`src/hdl/sts_pkg.sv`:
```
// Shared types and constants for the sun tracker servo controller.
// No dependencies; every other file in hdl/ imports this package.
package sts_pkg;

	// Sample and angle ranges.
	localparam int SAMPLE_BITS = 10;
	localparam int SAMPLE_MAX  = (1 << SAMPLE_BITS) - 1;
	localparam int ANGLE_MAX   = 180;
	localparam int ANGLE_BITS  = $clog2(ANGLE_MAX + 1);
	localparam int DIFF_BITS   = SAMPLE_BITS + 1;
	localparam int MAP_BITS    = SAMPLE_BITS + ANGLE_BITS;

	// Register widths.
	localparam int TOL_BITS   = 10;
	localparam int STEP_BITS  = 8;
	localparam int COUNT_BITS = 16;
	localparam int MOVE_BITS  = (ANGLE_BITS > STEP_BITS) ? ANGLE_BITS : STEP_BITS;

	// Configuration port.
	localparam int CFG_INDEX_BITS = 3;
	localparam int CFG_DATA_BITS  = 16;
	localparam logic [CFG_INDEX_BITS-1:0] REG_TOL_LOW    = 3'd0;
	localparam logic [CFG_INDEX_BITS-1:0] REG_TOL_MID    = 3'd1;
	localparam logic [CFG_INDEX_BITS-1:0] REG_TOL_HIGH   = 3'd2;
	localparam logic [CFG_INDEX_BITS-1:0] REG_DEADBAND   = 3'd3;
	localparam logic [CFG_INDEX_BITS-1:0] REG_STEP       = 3'd4;
	localparam logic [CFG_INDEX_BITS-1:0] REG_COUNT_LOW  = 3'd5;
	localparam logic [CFG_INDEX_BITS-1:0] REG_COUNT_HIGH = 3'd6;

	// Mode requests and modes.
	localparam logic [1:0] REQ_NONE     = 2'd0;
	localparam logic [1:0] MODE_FIXED   = 2'd0;
	localparam logic [1:0] MODE_MANUAL  = 2'd1;
	localparam logic [1:0] MODE_TRACK   = 2'd2;

	// Indicator codes, from bright right to bright left.
	localparam logic [2:0] IND_POS_HIGH = 3'd0;
	localparam logic [2:0] IND_POS_MID  = 3'd1;
	localparam logic [2:0] IND_POS_LOW  = 3'd2;
	localparam logic [2:0] IND_CENTER   = 3'd3;
	localparam logic [2:0] IND_NEG_LOW  = 3'd4;
	localparam logic [2:0] IND_NEG_MID  = 3'd5;
	localparam logic [2:0] IND_NEG_HIGH = 3'd6;

	// Parked and reset angles, clamped to the travel.
	localparam logic [ANGLE_BITS-1:0] FIXED_ANGLE =
		ANGLE_BITS'((91 > ANGLE_MAX) ? ANGLE_MAX : 91);
	localparam logic [ANGLE_BITS-1:0] RESET_ANGLE =
		ANGLE_BITS'((90 > ANGLE_MAX) ? ANGLE_MAX : 90);

	// Division by ANGLE_MAX as a multiply by a rounded-up reciprocal. The
	// dividend is below 2^(ANGLE_BITS+COUNT_BITS), so the error stays well
	// under one step of the quotient and no correction is needed.
	localparam int PROD_BITS  = ANGLE_BITS + COUNT_BITS;
	localparam int DIV_SHIFT  = 32;
	localparam int RECIP_BITS = DIV_SHIFT - $clog2(ANGLE_MAX) + 1;
	localparam logic [RECIP_BITS-1:0] DIV_RECIP = RECIP_BITS'(
		((64'd1 << DIV_SHIFT) + 64'(ANGLE_MAX) - 64'd1) / 64'(ANGLE_MAX));

	typedef struct packed {
		logic [TOL_BITS-1:0]   tol_low;
		logic [TOL_BITS-1:0]   tol_mid;
		logic [TOL_BITS-1:0]   tol_high;
		logic [TOL_BITS-1:0]   deadband;
		logic [STEP_BITS-1:0]  step;
		logic [COUNT_BITS-1:0] count_low;
		logic [COUNT_BITS-1:0] count_high;
	} cfg_t;

	// Outcome of one control pass, as held in the first pipeline stage.
	typedef struct packed {
		logic [ANGLE_BITS-1:0] angle;
		logic [1:0]            mode;
		logic [2:0]            code;
	} pass_t;

	// Load enables for the stages behind the first one.
	typedef struct packed {
		logic s2;
		logic s3;
		logic s4;
	} stage_en_t;

endpackage

```
`src/hdl/sun_tracker_servo_controller.sv`:
```
// Top level of the sun tracker servo controller: stream ports, handshake
// control and the stage valid chain. Depends on sts_pkg, sts_cfg, sts_loop
// and sts_compare.
//
// Usage
// -----
// Each beat on the slave stream is one pass of the tracker's control loop:
// an optional mode request plus the pot and the two light sensor samples.
// For every accepted beat the master stream delivers exactly one beat with
// the servo compare count, the indicator code, the active mode and the
// servo angle after the pass.
// The loop state (mode, angle, previous difference and pot mapping) is
// updated at the edge that accepts the beat, so the next beat may follow in
// the very next cycle. The result then moves through three more registers
// (product, reciprocal divide, offset add into the output register) before
// m_tvalid rises and the result beat is offered on the master stream. The
// block sustains one beat per cycle while m_tready stays high; the two
// multipliers in the compare path set the stage count.
// When the receiver stalls, the stages fill up behind the output register
// and s_tready drops once all four hold a result; no beat is lost.
// Reset (arst_n low, asynchronous) empties the pipeline and restores the
// register defaults, fixed mode, a pending mode entry and a 90 degree angle.
// Configuration is written through cfg_we/cfg_index/cfg_data while the block
// is idle; writes to indexes beyond the last register are ignored.
module sun_tracker_servo_controller (
	input  logic                               clk,
	input  logic                               arst_n,
	// Slave stream, tdata from bit 0: mode_request[1:0], pot_sample[11:2],
	// right_light[21:12], left_light[31:22].
	input  logic                               s_tvalid,
	output logic                               s_tready,
	input  logic [31:0]                        s_tdata,
	// Master stream, tdata from bit 0: servo_compare[15:0],
	// indicator_code[18:16], current_mode[20:19], servo_angle[28:21],
	// zeros in [31:29].
	output logic                               m_tvalid,
	input  logic                               m_tready,
	output logic [31:0]                        m_tdata,
	// Configuration write port.
	input  logic                               cfg_we,
	input  logic [sts_pkg::CFG_INDEX_BITS-1:0] cfg_index,
	input  logic [sts_pkg::CFG_DATA_BITS-1:0]  cfg_data
);
	import sts_pkg::*;

	cfg_t                  cfg;
	pass_t                 pass_s1;
	pass_t                 pass_out;
	stage_en_t             en;
	logic [COUNT_BITS-1:0] servo_compare;

	logic valid_s1, valid_s2, valid_s3, valid_s4;
	logic ready1, ready2, ready3, ready4;
	logic accept;

	// A stage can load when it is empty or its content moves on this cycle.
	assign ready4 = !valid_s4 || m_tready;
	assign ready3 = !valid_s3 || ready4;
	assign ready2 = !valid_s2 || ready3;
	assign ready1 = !valid_s1 || ready2;

	assign s_tready = ready1;
	assign accept   = s_tvalid && ready1;
	assign en.s2    = ready2 && valid_s1;
	assign en.s3    = ready3 && valid_s2;
	assign en.s4    = ready4 && valid_s3;

	always_ff @(posedge clk or negedge arst_n) begin
		if (!arst_n) begin
			valid_s1 <= 1'b0;
			valid_s2 <= 1'b0;
			valid_s3 <= 1'b0;
			valid_s4 <= 1'b0;
		end else begin
			if (ready1) valid_s1 <= s_tvalid;
			if (ready2) valid_s2 <= valid_s1;
			if (ready3) valid_s3 <= valid_s2;
			if (ready4) valid_s4 <= valid_s3;
		end
	end

	sts_cfg u_cfg (
		.clk       (clk),
		.arst_n    (arst_n),
		.cfg_we    (cfg_we),
		.cfg_index (cfg_index),
		.cfg_data  (cfg_data),
		.cfg       (cfg)
	);

	sts_loop u_loop (
		.clk          (clk),
		.arst_n       (arst_n),
		.cfg          (cfg),
		.accept       (accept),
		.mode_request (s_tdata[1:0]),
		.pot_sample   (s_tdata[11:2]),
		.right_light  (s_tdata[21:12]),
		.left_light   (s_tdata[31:22]),
		.pass_s1      (pass_s1)
	);

	sts_compare u_compare (
		.clk           (clk),
		.cfg           (cfg),
		.en            (en),
		.pass_s1       (pass_s1),
		.servo_compare (servo_compare),
		.pass_out      (pass_out)
	);

	assign m_tvalid = valid_s4;
	assign m_tdata  = {3'b000, pass_out.angle, pass_out.mode, pass_out.code, servo_compare};

endmodule

```
`src/hdl/sts_cfg.sv`:
```
// Configuration register file of the sun tracker servo controller.
// Depends on sts_pkg for the register indexes and the cfg_t struct.
module sts_cfg (
	input  logic                               clk,
	input  logic                               arst_n,
	input  logic                               cfg_we,
	input  logic [sts_pkg::CFG_INDEX_BITS-1:0] cfg_index,
	input  logic [sts_pkg::CFG_DATA_BITS-1:0]  cfg_data,
	output sts_pkg::cfg_t                      cfg
);
	import sts_pkg::*;

	cfg_t cfg_q;

	always_ff @(posedge clk or negedge arst_n) begin
		if (!arst_n) begin
			cfg_q.tol_low    <= TOL_BITS'(50);
			cfg_q.tol_mid    <= TOL_BITS'(150);
			cfg_q.tol_high   <= TOL_BITS'(300);
			cfg_q.deadband   <= TOL_BITS'(100);
			cfg_q.step       <= STEP_BITS'(1);
			cfg_q.count_low  <= COUNT_BITS'(33);
			cfg_q.count_high <= COUNT_BITS'(66);
		end else if (cfg_we) begin
			case (cfg_index)
				REG_TOL_LOW:    cfg_q.tol_low    <= cfg_data[TOL_BITS-1:0];
				REG_TOL_MID:    cfg_q.tol_mid    <= cfg_data[TOL_BITS-1:0];
				REG_TOL_HIGH:   cfg_q.tol_high   <= cfg_data[TOL_BITS-1:0];
				REG_DEADBAND:   cfg_q.deadband   <= cfg_data[TOL_BITS-1:0];
				REG_STEP:       cfg_q.step       <= cfg_data[STEP_BITS-1:0];
				REG_COUNT_LOW:  cfg_q.count_low  <= cfg_data[COUNT_BITS-1:0];
				REG_COUNT_HIGH: cfg_q.count_high <= cfg_data[COUNT_BITS-1:0];
				default: ;
			endcase
		end
	end

	assign cfg = cfg_q;

endmodule

```
`src/hdl/sts_loop.sv`:
```
// Control-loop state of the sun tracker: mode, angle and the values kept
// from the previous pass, plus the indicator code. Depends on sts_pkg.
module sts_loop (
	input  logic                            clk,
	input  logic                            arst_n,
	input  sts_pkg::cfg_t                   cfg,
	input  logic                            accept,
	input  logic [1:0]                      mode_request,
	input  logic [sts_pkg::SAMPLE_BITS-1:0] pot_sample,
	input  logic [sts_pkg::SAMPLE_BITS-1:0] right_light,
	input  logic [sts_pkg::SAMPLE_BITS-1:0] left_light,
	output sts_pkg::pass_t                  pass_s1
);
	import sts_pkg::*;

	logic [1:0]                  mode_q;
	logic                        just_switched_q;
	logic [ANGLE_BITS-1:0]       angle_q;
	logic signed [DIFF_BITS-1:0] prev_diff_q;
	logic [ANGLE_BITS-1:0]       prev_manual_q;

	logic [1:0]                  mode_n;
	logic                        entry;
	logic [ANGLE_BITS-1:0]       angle_n;
	logic [ANGLE_BITS-1:0]       track_angle;
	logic [DIFF_BITS-1:0]        prev_mag;
	logic [MOVE_BITS:0]          angle_w;
	logic [MOVE_BITS:0]          step_w;
	logic [MOVE_BITS:0]          room_w;
	logic [MAP_BITS-1:0]         map_prod;
	logic [ANGLE_BITS-1:0]       map_hi;
	logic [SAMPLE_BITS:0]        map_sum;
	logic [ANGLE_BITS-1:0]       manual_angle;
	logic signed [DIFF_BITS-1:0] diff;
	logic [DIFF_BITS-1:0]        diff_neg;
	logic [SAMPLE_BITS-1:0]      diff_mag;
	logic                        diff_pos;
	logic [2:0]                  code;

	// Tracking move from the previous difference, saturating at both ends.
	always_comb begin
		prev_mag    = prev_diff_q[DIFF_BITS-1] ? DIFF_BITS'(-prev_diff_q)
		                                       : DIFF_BITS'(prev_diff_q);
		angle_w     = (MOVE_BITS+1)'(angle_q);
		step_w      = (MOVE_BITS+1)'(cfg.step);
		room_w      = (MOVE_BITS+1)'(ANGLE_MAX) - angle_w;
		track_angle = angle_q;
		if (prev_mag > DIFF_BITS'(cfg.deadband)) begin
			if (!prev_diff_q[DIFF_BITS-1]) begin
				track_angle = (step_w >= room_w) ? ANGLE_BITS'(ANGLE_MAX)
				                                 : ANGLE_BITS'(angle_w + step_w);
			end else begin
				track_angle = (step_w >= angle_w) ? '0 : ANGLE_BITS'(angle_w - step_w);
			end
		end
	end

	// Pot mapping pot*ANGLE_MAX/SAMPLE_MAX. Writing the product as
	// hi*2^N + lo gives hi*(2^N-1) + (hi+lo), and hi+lo stays below twice
	// the divisor, so one compare finishes the quotient.
	always_comb begin
		map_prod     = MAP_BITS'(pot_sample) * MAP_BITS'(ANGLE_MAX);
		map_hi       = map_prod[MAP_BITS-1:SAMPLE_BITS];
		map_sum      = (SAMPLE_BITS+1)'(map_hi) + (SAMPLE_BITS+1)'(map_prod[SAMPLE_BITS-1:0]);
		manual_angle = map_hi + ANGLE_BITS'(map_sum >= (SAMPLE_BITS+1)'(SAMPLE_MAX));
	end

	// Mode request and angle update for this pass.
	always_comb begin
		mode_n  = (mode_request != REQ_NONE) ? mode_request - 2'd1 : mode_q;
		entry   = (mode_request != REQ_NONE) || just_switched_q;
		angle_n = angle_q;
		case (mode_n)
			MODE_FIXED:  if (entry) angle_n = FIXED_ANGLE;
			MODE_MANUAL: if (!entry) angle_n = prev_manual_q;
			default:     if (!entry) angle_n = track_angle;
		endcase
	end

	// Indicator code of the new light difference.
	always_comb begin
		diff     = DIFF_BITS'({1'b0, right_light}) - DIFF_BITS'({1'b0, left_light});
		diff_neg = DIFF_BITS'(-diff);
		diff_mag = diff[DIFF_BITS-1] ? diff_neg[SAMPLE_BITS-1:0] : diff[SAMPLE_BITS-1:0];
		diff_pos = !diff[DIFF_BITS-1] && (diff != '0);
		if (diff_mag < cfg.tol_low) begin
			code = IND_CENTER;
		end else if (diff_mag < cfg.tol_mid) begin
			code = diff_pos ? IND_POS_LOW : IND_NEG_LOW;
		end else if (diff_mag < cfg.tol_high) begin
			code = diff_pos ? IND_POS_MID : IND_NEG_MID;
		end else begin
			code = diff_pos ? IND_POS_HIGH : IND_NEG_HIGH;
		end
	end

	always_ff @(posedge clk or negedge arst_n) begin
		if (!arst_n) begin
			mode_q          <= MODE_FIXED;
			just_switched_q <= 1'b1;
			angle_q         <= RESET_ANGLE;
			prev_diff_q     <= '0;
			prev_manual_q   <= '0;
		end else if (accept) begin
			mode_q          <= mode_n;
			just_switched_q <= 1'b0;
			angle_q         <= angle_n;
			prev_diff_q     <= diff;
			prev_manual_q   <= manual_angle;
		end
	end

	always_ff @(posedge clk) begin
		if (accept) begin
			pass_s1.angle <= angle_n;
			pass_s1.mode  <= mode_n;
			pass_s1.code  <= code;
		end
	end

endmodule

```
`src/hdl/sts_compare.sv`:
```
// Servo compare count pipeline: angle*(high-low)/ANGLE_MAX + low with
// truncation toward zero, over three stages. Depends on sts_pkg.
module sts_compare (
	input  logic                           clk,
	input  sts_pkg::cfg_t                  cfg,
	input  sts_pkg::stage_en_t             en,
	input  sts_pkg::pass_t                 pass_s1,
	output logic [sts_pkg::COUNT_BITS-1:0] servo_compare,
	output sts_pkg::pass_t                 pass_out
);
	import sts_pkg::*;

	localparam int FULL_BITS = PROD_BITS + RECIP_BITS;

	logic signed [COUNT_BITS:0]  span;
	logic [COUNT_BITS:0]         span_neg;
	logic [COUNT_BITS-1:0]       span_mag;
	logic [FULL_BITS-1:0]        quot_full;

	logic [PROD_BITS-1:0]        prod_s2;
	logic                        neg_s2;
	logic [COUNT_BITS-1:0]       low_s2;
	pass_t                       pass_s2;

	logic [COUNT_BITS-1:0]       quot_s3;
	logic                        neg_s3;
	logic [COUNT_BITS-1:0]       low_s3;
	pass_t                       pass_s3;

	logic [COUNT_BITS-1:0]       compare_s4;
	pass_t                       pass_s4;

	always_comb begin
		span     = (COUNT_BITS+1)'({1'b0, cfg.count_high}) - (COUNT_BITS+1)'({1'b0, cfg.count_low});
		span_neg = (COUNT_BITS+1)'(-span);
		span_mag = span[COUNT_BITS] ? span_neg[COUNT_BITS-1:0] : span[COUNT_BITS-1:0];
		quot_full = FULL_BITS'(prod_s2) * FULL_BITS'(DIV_RECIP);
	end

	always_ff @(posedge clk) begin
		if (en.s2) begin
			prod_s2 <= PROD_BITS'(pass_s1.angle) * PROD_BITS'(span_mag);
			neg_s2  <= span[COUNT_BITS];
			low_s2  <= cfg.count_low;
			pass_s2 <= pass_s1;
		end
		if (en.s3) begin
			quot_s3 <= quot_full[DIV_SHIFT+COUNT_BITS-1:DIV_SHIFT];
			neg_s3  <= neg_s2;
			low_s3  <= low_s2;
			pass_s3 <= pass_s2;
		end
		if (en.s4) begin
			compare_s4 <= neg_s3 ? low_s3 - quot_s3 : low_s3 + quot_s3;
			pass_s4    <= pass_s3;
		end
	end

	assign servo_compare = compare_s4;
	assign pass_out      = pass_s4;

endmodule

```
`config.mk`:
```
export PLATFORM = sky130hd
export DESIGN_NAME = sun_tracker_servo_controller
export DESIGN_NICKNAME = d
export VERILOG_FILES = /design/src/hdl/sts_pkg.sv /design/src/hdl/sun_tracker_servo_controller.sv /design/src/hdl/sts_cfg.sv /design/src/hdl/sts_loop.sv /design/src/hdl/sts_compare.sv
export SDC_FILE = /design/constraint.sdc
export NUM_CORES = 1
export LEC_CHECK = 0
export BUFFER_PORTS_ARGS = -buffer_cell sky130_fd_sc_hd__buf_2
export CORE_UTILIZATION = 50
export CTS_CLUSTER_SIZE = 8
export DETAILED_ROUTE_END_ITERATION = 10
export GPL_TIMING_DRIVEN = 0
export PLACE_DENSITY_LB_ADDON = 0.1
export SETUP_SLACK_MARGIN = 0.1
export SYNTH_ARGS = -nofsm -noshare
export SYNTH_HDL_FRONTEND = slang
export SYNTH_SLANG_ARGS = --single-unit
```
`constraint.sdc`:
```
create_clock -name clk -period 9.95 [get_ports clk]
set_input_delay 1.99 -clock clk [delete_from_list [all_inputs] [get_ports clk]]
set_output_delay 1.99 -clock clk [all_outputs]
set_load 0.01 [all_outputs]
```
==> results of run 1 <==
-- registers in the layout, summed over array words and instances (netlist names) --
| register | cells |
|---|---|
| u_cfg.cfg | 80 |
| u_compare.prod_s2 | 24 |
| u_compare.low_s2 | 16 |
| u_compare.low_s3 | 16 |
| u_compare.quot_s3 | 16 |
| u_compare.servo_compare | 16 |
| u_compare.pass_out | 13 |
| u_compare.pass_s2 | 13 |
| u_compare.pass_s3 | 13 |
| u_loop.pass_s1 | 13 |
| u_loop.prev_diff_q | 11 |
| u_loop.angle_q | 8 |
| u_loop.prev_manual_q | 8 |
| u_loop.mode_q | 2 |
| m_tvalid | 1 |
| u_compare.neg_s2 | 1 |
| u_compare.neg_s3 | 1 |
| u_loop.just_switched_q | 1 |
| valid_s1 | 1 |
| valid_s2 | 1 |
| valid_s3 | 1 |
-- cell families after synthesis --
logic type	after synthesis	synth area share (%)
AO/OA/AOI/OAI	402	9.92
XOR/XNOR	143	4.70
adder cells (fa/ha/maj)	691	39.6
buffers and inverters	550	7.68
flip-flops	256	26.4
multiplexers	52	2.15
other	1	0.0138
AND/OR/NAND/NOR	514	9.59
-- per-layer routing --
| layer | part of all wire (%) | up-vias | wire length, µm |
|---|---|---|---|
| li1 | - | 8919 | - |
| met1 | 44 | 9139 | 27300 |
| met2 | 48 | 324 | 29700 |
| met3 | 4.2 | 108 | 2590 |
| met4 | 3.0 | 0 | 1810 |
| met5 | 0 | - | 0 |
-- cell type report --
cell class                 instances  share of cell area, %
buffer                            39                  0.561
tap                              688                   2.90
clock inverter                     5                  0.388
sequential                       256                   24.1
inverter                         511                   6.47
timing repair buffer              87                   1.67
clock buffer                      65                   3.55
multi-input combinational       1805                   60.4
-- cells in the final DEF, fill, tap and decap left out, types with 6 or more instances in the layout --
cell type    n
inv_1      510
ha_1       413
fa_1       278
nand2_1    156
edfxtp_1   142
o21ai_0    105
xnor2_1    102
a21oi_1     98
dfrtp_1     90
buf_2       86
nor2_1      80
nor2b_1     76
clkbuf_1    58
mux2_2      49
and2_1      47
a21o_1      41
nor3_1      40
nand2b_1    39
xor2_1      38
clkbuf_16   38
dfstp_2     24
nand3_1     22
o21a_1      22
o21bai_1    19
o211ai_1    12
nand4_1     11
a211oi_1    10
o31ai_1      8
nor3b_1      6
a31oi_1      6
a31o_2       6
o221ai_1     6
-- through the flow --
stage / util [%] / cell area [µm²] / worst slack [ns] / hold WS [ns]
after CTS: 55.9 / 29700 / 2.15 / 0.414
after detailed placement: 53.7 / 28500 / 1.93 / 0.405
after floorplan: - / 27100 / 2.71 / 0.400
after global routing: 55.9 / 29700 / 1.71 / 0.418
final: 55.9 / 29700 / 2.14 / 0.413
after global placement: 53.5 / 28400 / 2.06 / 0.403
-- worst max-delay path: cells and delay by family (launching register included) --
| family | cells | cell delay (ns) |
|---|---|---|
| AND/OR/NAND/NOR | 2 | 0.33 |
| AO/OA/AOI/OAI | 13 | 2.46 |
| adder cells (fa/ha/maj) | 7 | 3.02 |
| flip-flops | 1 | 0.58 |
| XOR/XNOR | 2 | 0.83 |
| buffers and inverters | 4 | 0.34 |
-- worst max path at each step --
stage,start,endpoint,cells past startpoint
2_1_floorplan,s_tdata[4],u_loop.prev_manual_q[4],28
3_3_place_gp,s_tdata[4],u_loop.prev_manual_q[7],30
3_5_place_dp,s_tdata[4],u_loop.prev_manual_q[7],30
4_1_cts,u_cfg.cfg[16],u_compare.prod_s2[22],28
5_1_grt,u_cfg.cfg[16],u_compare.prod_s2[22],28
6_report,u_cfg.cfg[16],u_compare.prod_s2[22],28
==> impl_metrics.json, run 1 <==
{
  "outcome": "complete, no violations",
  "clk_latency_ns": 0.56,
  "hold_end": "u_compare.low_s3[1]",
  "path_clk_slew_ns": 0.05,
  "drv_cap": 0,
  "place_inst": 3386,
  "viasPerCell": 5.35,
  "cp.required_ns": 10.25,
  "cts_inserted_buffers": 38,
  "setup_violations": 0,
  "hold_violations": 0,
  "grt_max_degree": 59,
  "crit_fanout": 9,
  "fin_nets": 3485,
  "avgRoutedWirePerCell_um": 17.7,
  "grtUsageTotal_pct": 23.2,
  "path_common_cell": "fa_1",
  "layout.cells.non_filler": 3456,
  "die_h_um": 235,
  "ys_async_sr_fraction_pct": 44.5,
  "regToRegStartpoint": "u_cfg.cfg[16]",
  "ff_latch_area_um2": 7150,
  "end_kind": "flop",
  "synth.area.top_cells": "fa_1, ha_1, edfxtp_1, dfrtp_1, inv_1",
  "post_cts_buffers": 0,
  "cts_max_level": 2,
  "period_minus_slack_ns": 7.81,
  "ant_nets": 0,
  "synth.largest_area_cell": "fa_1",
  "drc": 0,
  "synth_edf_count": 142,
  "row_count": 84,
  "hp-class": "flop to flop",
  "synth_cells": 2609,
  "drt_iter0_drc": 804,
  "relSlewSlack_pct": 21.6,
  "start_util_pct": 51.1,
  "netlist_top_cells_count": "inv_1, ha_1, fa_1, nand2_1, edfxtp_1",
  "hold_depth": 0,
  "yosysMostFrequentCell": "inv_1",
  "grtUsageMet1_pct": 30.2,
  "area_growth_pct": 9.37,
  "synth_area_per_cell_um2": 10.4,
  "vias": 18490,
  "cts_tree": "done",
  "drive_gt1_share_pct": 8.92,
  "start_kind": "flop",
  "antenna_found_initial": 0,
  "fp.dieW_um": 235,
  "fmax_mhz": 128,
  "antennaDiodeCount": 0,
  "netlist.area_leader.share_pct": 20.5,
  "global_route.overflow_total": 0,
  "first_global_vias": 20143,
  "synth_seq_cells": 256,
  "rsz0062_at_grt": "false",
  "postCtsHoldBufs": 0,
  "globalplace.congestion": 0.944,
  "cts_resized": 0,
  "arrival_ns": 8.12,
  "grt_pass1_wl_um": 103000,
  "period_share_pct": 78.5,
  "multi_input_comb_area_um2": 17900,
  "worstRegToRegCells": 28,
  "clockBufferDepth": 3,
  "fin_tns_setup_ns": 0,
  "ios": 90,
  "synth_cell_types": 84,
  "clkSinkCount": 256,
  "synthFlopType": "edfxtp_1",
  "yosysSeqAreaShare_pct": 26.4,
  "worst_pin_slew_ns": 1.17,
  "core-area_um2": 53100,
  "path_class": "flop to flop",
  "fp.dieArea_um2": 55200,
  "cp_slowest_cell": "xnor2_1",
  "drt-total-wl_um": 61300,
  "port_buffers": 84,
  "ctsRootBufferMaster": "clkbuf_16",
  "cp_slowest_stage_delay_ns": 0.76,
  "rr_endpoint": "u_compare.prod_s2[22]",
  "yosysWarnings": 0,
  "min_from": "u_compare.low_s2[1]",
  "grtUsageMet3_pct": 3.21,
  "ff2ff_setup_slack_ns": 2.14,
  "use_met2_pct": 39.9,
  "dr.pass1.iters": 5,
  "fillers": 4642,
  "hpwl_um": 50100,
  "synth_area_um2": 27100,
  "fin_skew_ns": 0.0297,
  "busiest_layer": "met2",
  "slew_violations": 0
}
Power of run 1 is not shown: default switching activity piles up to over one toggle a cycle in this logic, so the estimate is an artifact.
==> run 2, diff against run 1 <==
==> constraint.sdc (replaced) <==
create_clock -name clk -period 7.8 [get_ports clk]
set_input_delay 1.56 -clock clk [delete_from_list [all_inputs] [get_ports clk]]
set_output_delay 1.56 -clock clk [all_outputs]
set_load 0.01 [all_outputs]
==> run 2 against run 1 <==
  * Clock skew decreased by 0.0010 ns
  * Hold slack is essentially flat
  * Critical path depth decreased by 1
  * Critical endpoint unchanged
  * Highest routed layer unchanged
==> impl_metrics.json, run 2 (synthesized netlist as in run 1, its figures left out) <==
{
  "fin_skew_ns": 0.0287,
  "row_count": 84,
  "postCtsHoldBufs": 0,
  "vias": 18608,
  "regToRegStartpoint": "u_cfg.cfg[16]",
  "endpoint": "u_compare.prod_s2[22]",
  "outcome": "complete, no violations",
  "start_util_pct": 51.1,
  "crit_fanout": 8,
  "path_clk_slew_ns": 0.05,
  "met2_length_um": 30000,
  "grt_pass1_wl_um": 103000,
  "fin_tns_setup_ns": 0,
  "layout.cells.most_common": "inv_1",
  "path_depth": 27,
  "first_global_vias": 20149,
  "path_class": "flop to flop",
  "crit_family": "adder cells",
  "drc": 0,
  "largest_reg_flops": 80,
  "port_buffers": 84,
  "relSlewSlack_pct": 19.2,
  "drt_iter0_drc": 783,
  "topRoutingLayerUsed": "met4",
  "drv_cap": 0,
  "most-common-layout-cells": "inv_1, ha_1, fa_1",
  "rr_endpoint": "u_compare.prod_s2[22]",
  "antenna_found_initial": 0,
  "fmax_mhz": 136,
  "worstRegToRegCells": 27,
  "core-area_um2": 53100,
  "globalplace.congestion": 0.944,
  "slew_violations": 0,
  "viasPerCell": 5.36,
  "drive_gt1_share_pct": 10.1,
  "arrival_ns": 7.64,
  "clockBufferDepth": 3,
  "dr.pass1.iters": 5,
  "hpwl_um": 50100,
  "cp-startpoint": "u_cfg.cfg[16]",
  "global_route.overflow_total": 0,
  "ant_nets": 0,
  "drt-total-wl_um": 61800,
  "grt_max_degree": 59,
  "cp.required_ns": 8.10,
  "fin_nets": 3499,
  "area_growth_pct": 10.4,
  "period_share_pct": 94.1,
  "rsz0062_at_grt": "false",
  "setup_violations": 0,
  "wl_met1_um": 27500,
  "end_kind": "flop",
  "cp_num_buf_inv": 3,
  "worst_pin_slew_ns": 1.21,
  "fp.dieW_um": 235,
  "fp.dieArea_um2": 55200,
  "avgRoutedWirePerCell_um": 17.8,
  "die_h_um": 235,
  "cp_slowest_stage_delay_ns": 0.59,
  "antennaDiodeCount": 0,
  "cts_tree": "done",
  "ctsRootBufferMaster": "clkbuf_16",
  "clkSinkCount": 256,
  "cts_inserted_buffers": 38,
  "cts_max_level": 2,
  "start_kind": "flop",
  "ios": 90,
  "period_minus_slack_ns": 7.34,
  "hp-class": "flop to flop",
  "ff2ff_setup_slack_ns": 0.46,
  "clk_latency_ns": 0.56,
  "path_common_cell": "fa_1",
  "hold_violations": 0,
  "cp_slowest_cell": "dfstp_2",
  "grtUsageTotal_pct": 23.2,
  "met3WireLength_um": 2440
}
-- run 2: cell count changes in the layout (fill, tap and decap cells not counted), moves of 2 or more --
cell / previous run / this run
o21ai_0: 105 / 103
xor2_2: 0 / 3
xor2_1: 38 / 34
buf_4: 4 / 18
xnor2_2: 3 / 12
xnor2_1: 102 / 92
-- run 2: area by class of cell --
cell class                      instances  area [µm²]
Timing Repair Buffer                  101         599
Clock buffer                           65        1050
Clock inverter                          5         115
Fill cell                            4627       23100
Buffer                                 39         166
Inverter                              511        1920
Multi-Input combinational cell       1805       18100
Tap cell                              688         861
Sequential cell                       256        7150
-- run 2: metrics by stage --
stage	cells	hold WS (ns)	setup WS, ns	utilization, %	cell area [µm²]
2_1_floorplan	2611	0.400	0.993	-	27100
5_1_grt	3470	0.418	0.0495	56.4	29900
3_3_place_gp	3383	0.403	0.105	53.5	28400
3_5_place_dp	3386	0.405	0.0531	53.7	28500
4_1_cts	3456	0.414	0.115	55.9	29700
6_report	3470	0.413	0.462	56.4	29900
-- run 2: timing repair --
| action | in CTS | in global routing |
|---|---|---|
| endpoints found under the setup margin | 1 | 9 |
| buffers inserted | 0 | 14 |
| gates resized for setup | 2 | 27 |
| pin swaps | 0 | 10 |
-- run 2: worst min path at each step --
stage                     startpoint                     to  slack, ns  depth (start not counted)
3_3_place_gp   u_compare.pass_s2[10]  u_compare.pass_s3[10]       0.40                          0
3_5_place_dp    u_compare.low_s2[11]   u_compare.low_s3[11]       0.40                          0
2_1_floorplan    u_compare.low_s2[0]    u_compare.low_s3[0]       0.40                          0
4_1_cts          u_compare.low_s2[1]    u_compare.low_s3[1]       0.41                          0
6_report         u_compare.low_s2[1]    u_compare.low_s3[1]       0.41                          0
5_1_grt             u_compare.neg_s2       u_compare.neg_s3       0.42                          0
-- run 2: routing by layer --
metal | up-vias | global-route usage, %
met3 | 115 | 3.21
met5 | - | 0
met1 | 9207 | 30.2
met4 | 0 | 7.32
met2 | 349 | 39.9
li1 | 8937 | -
Power of run 2 is left out for the same reason.
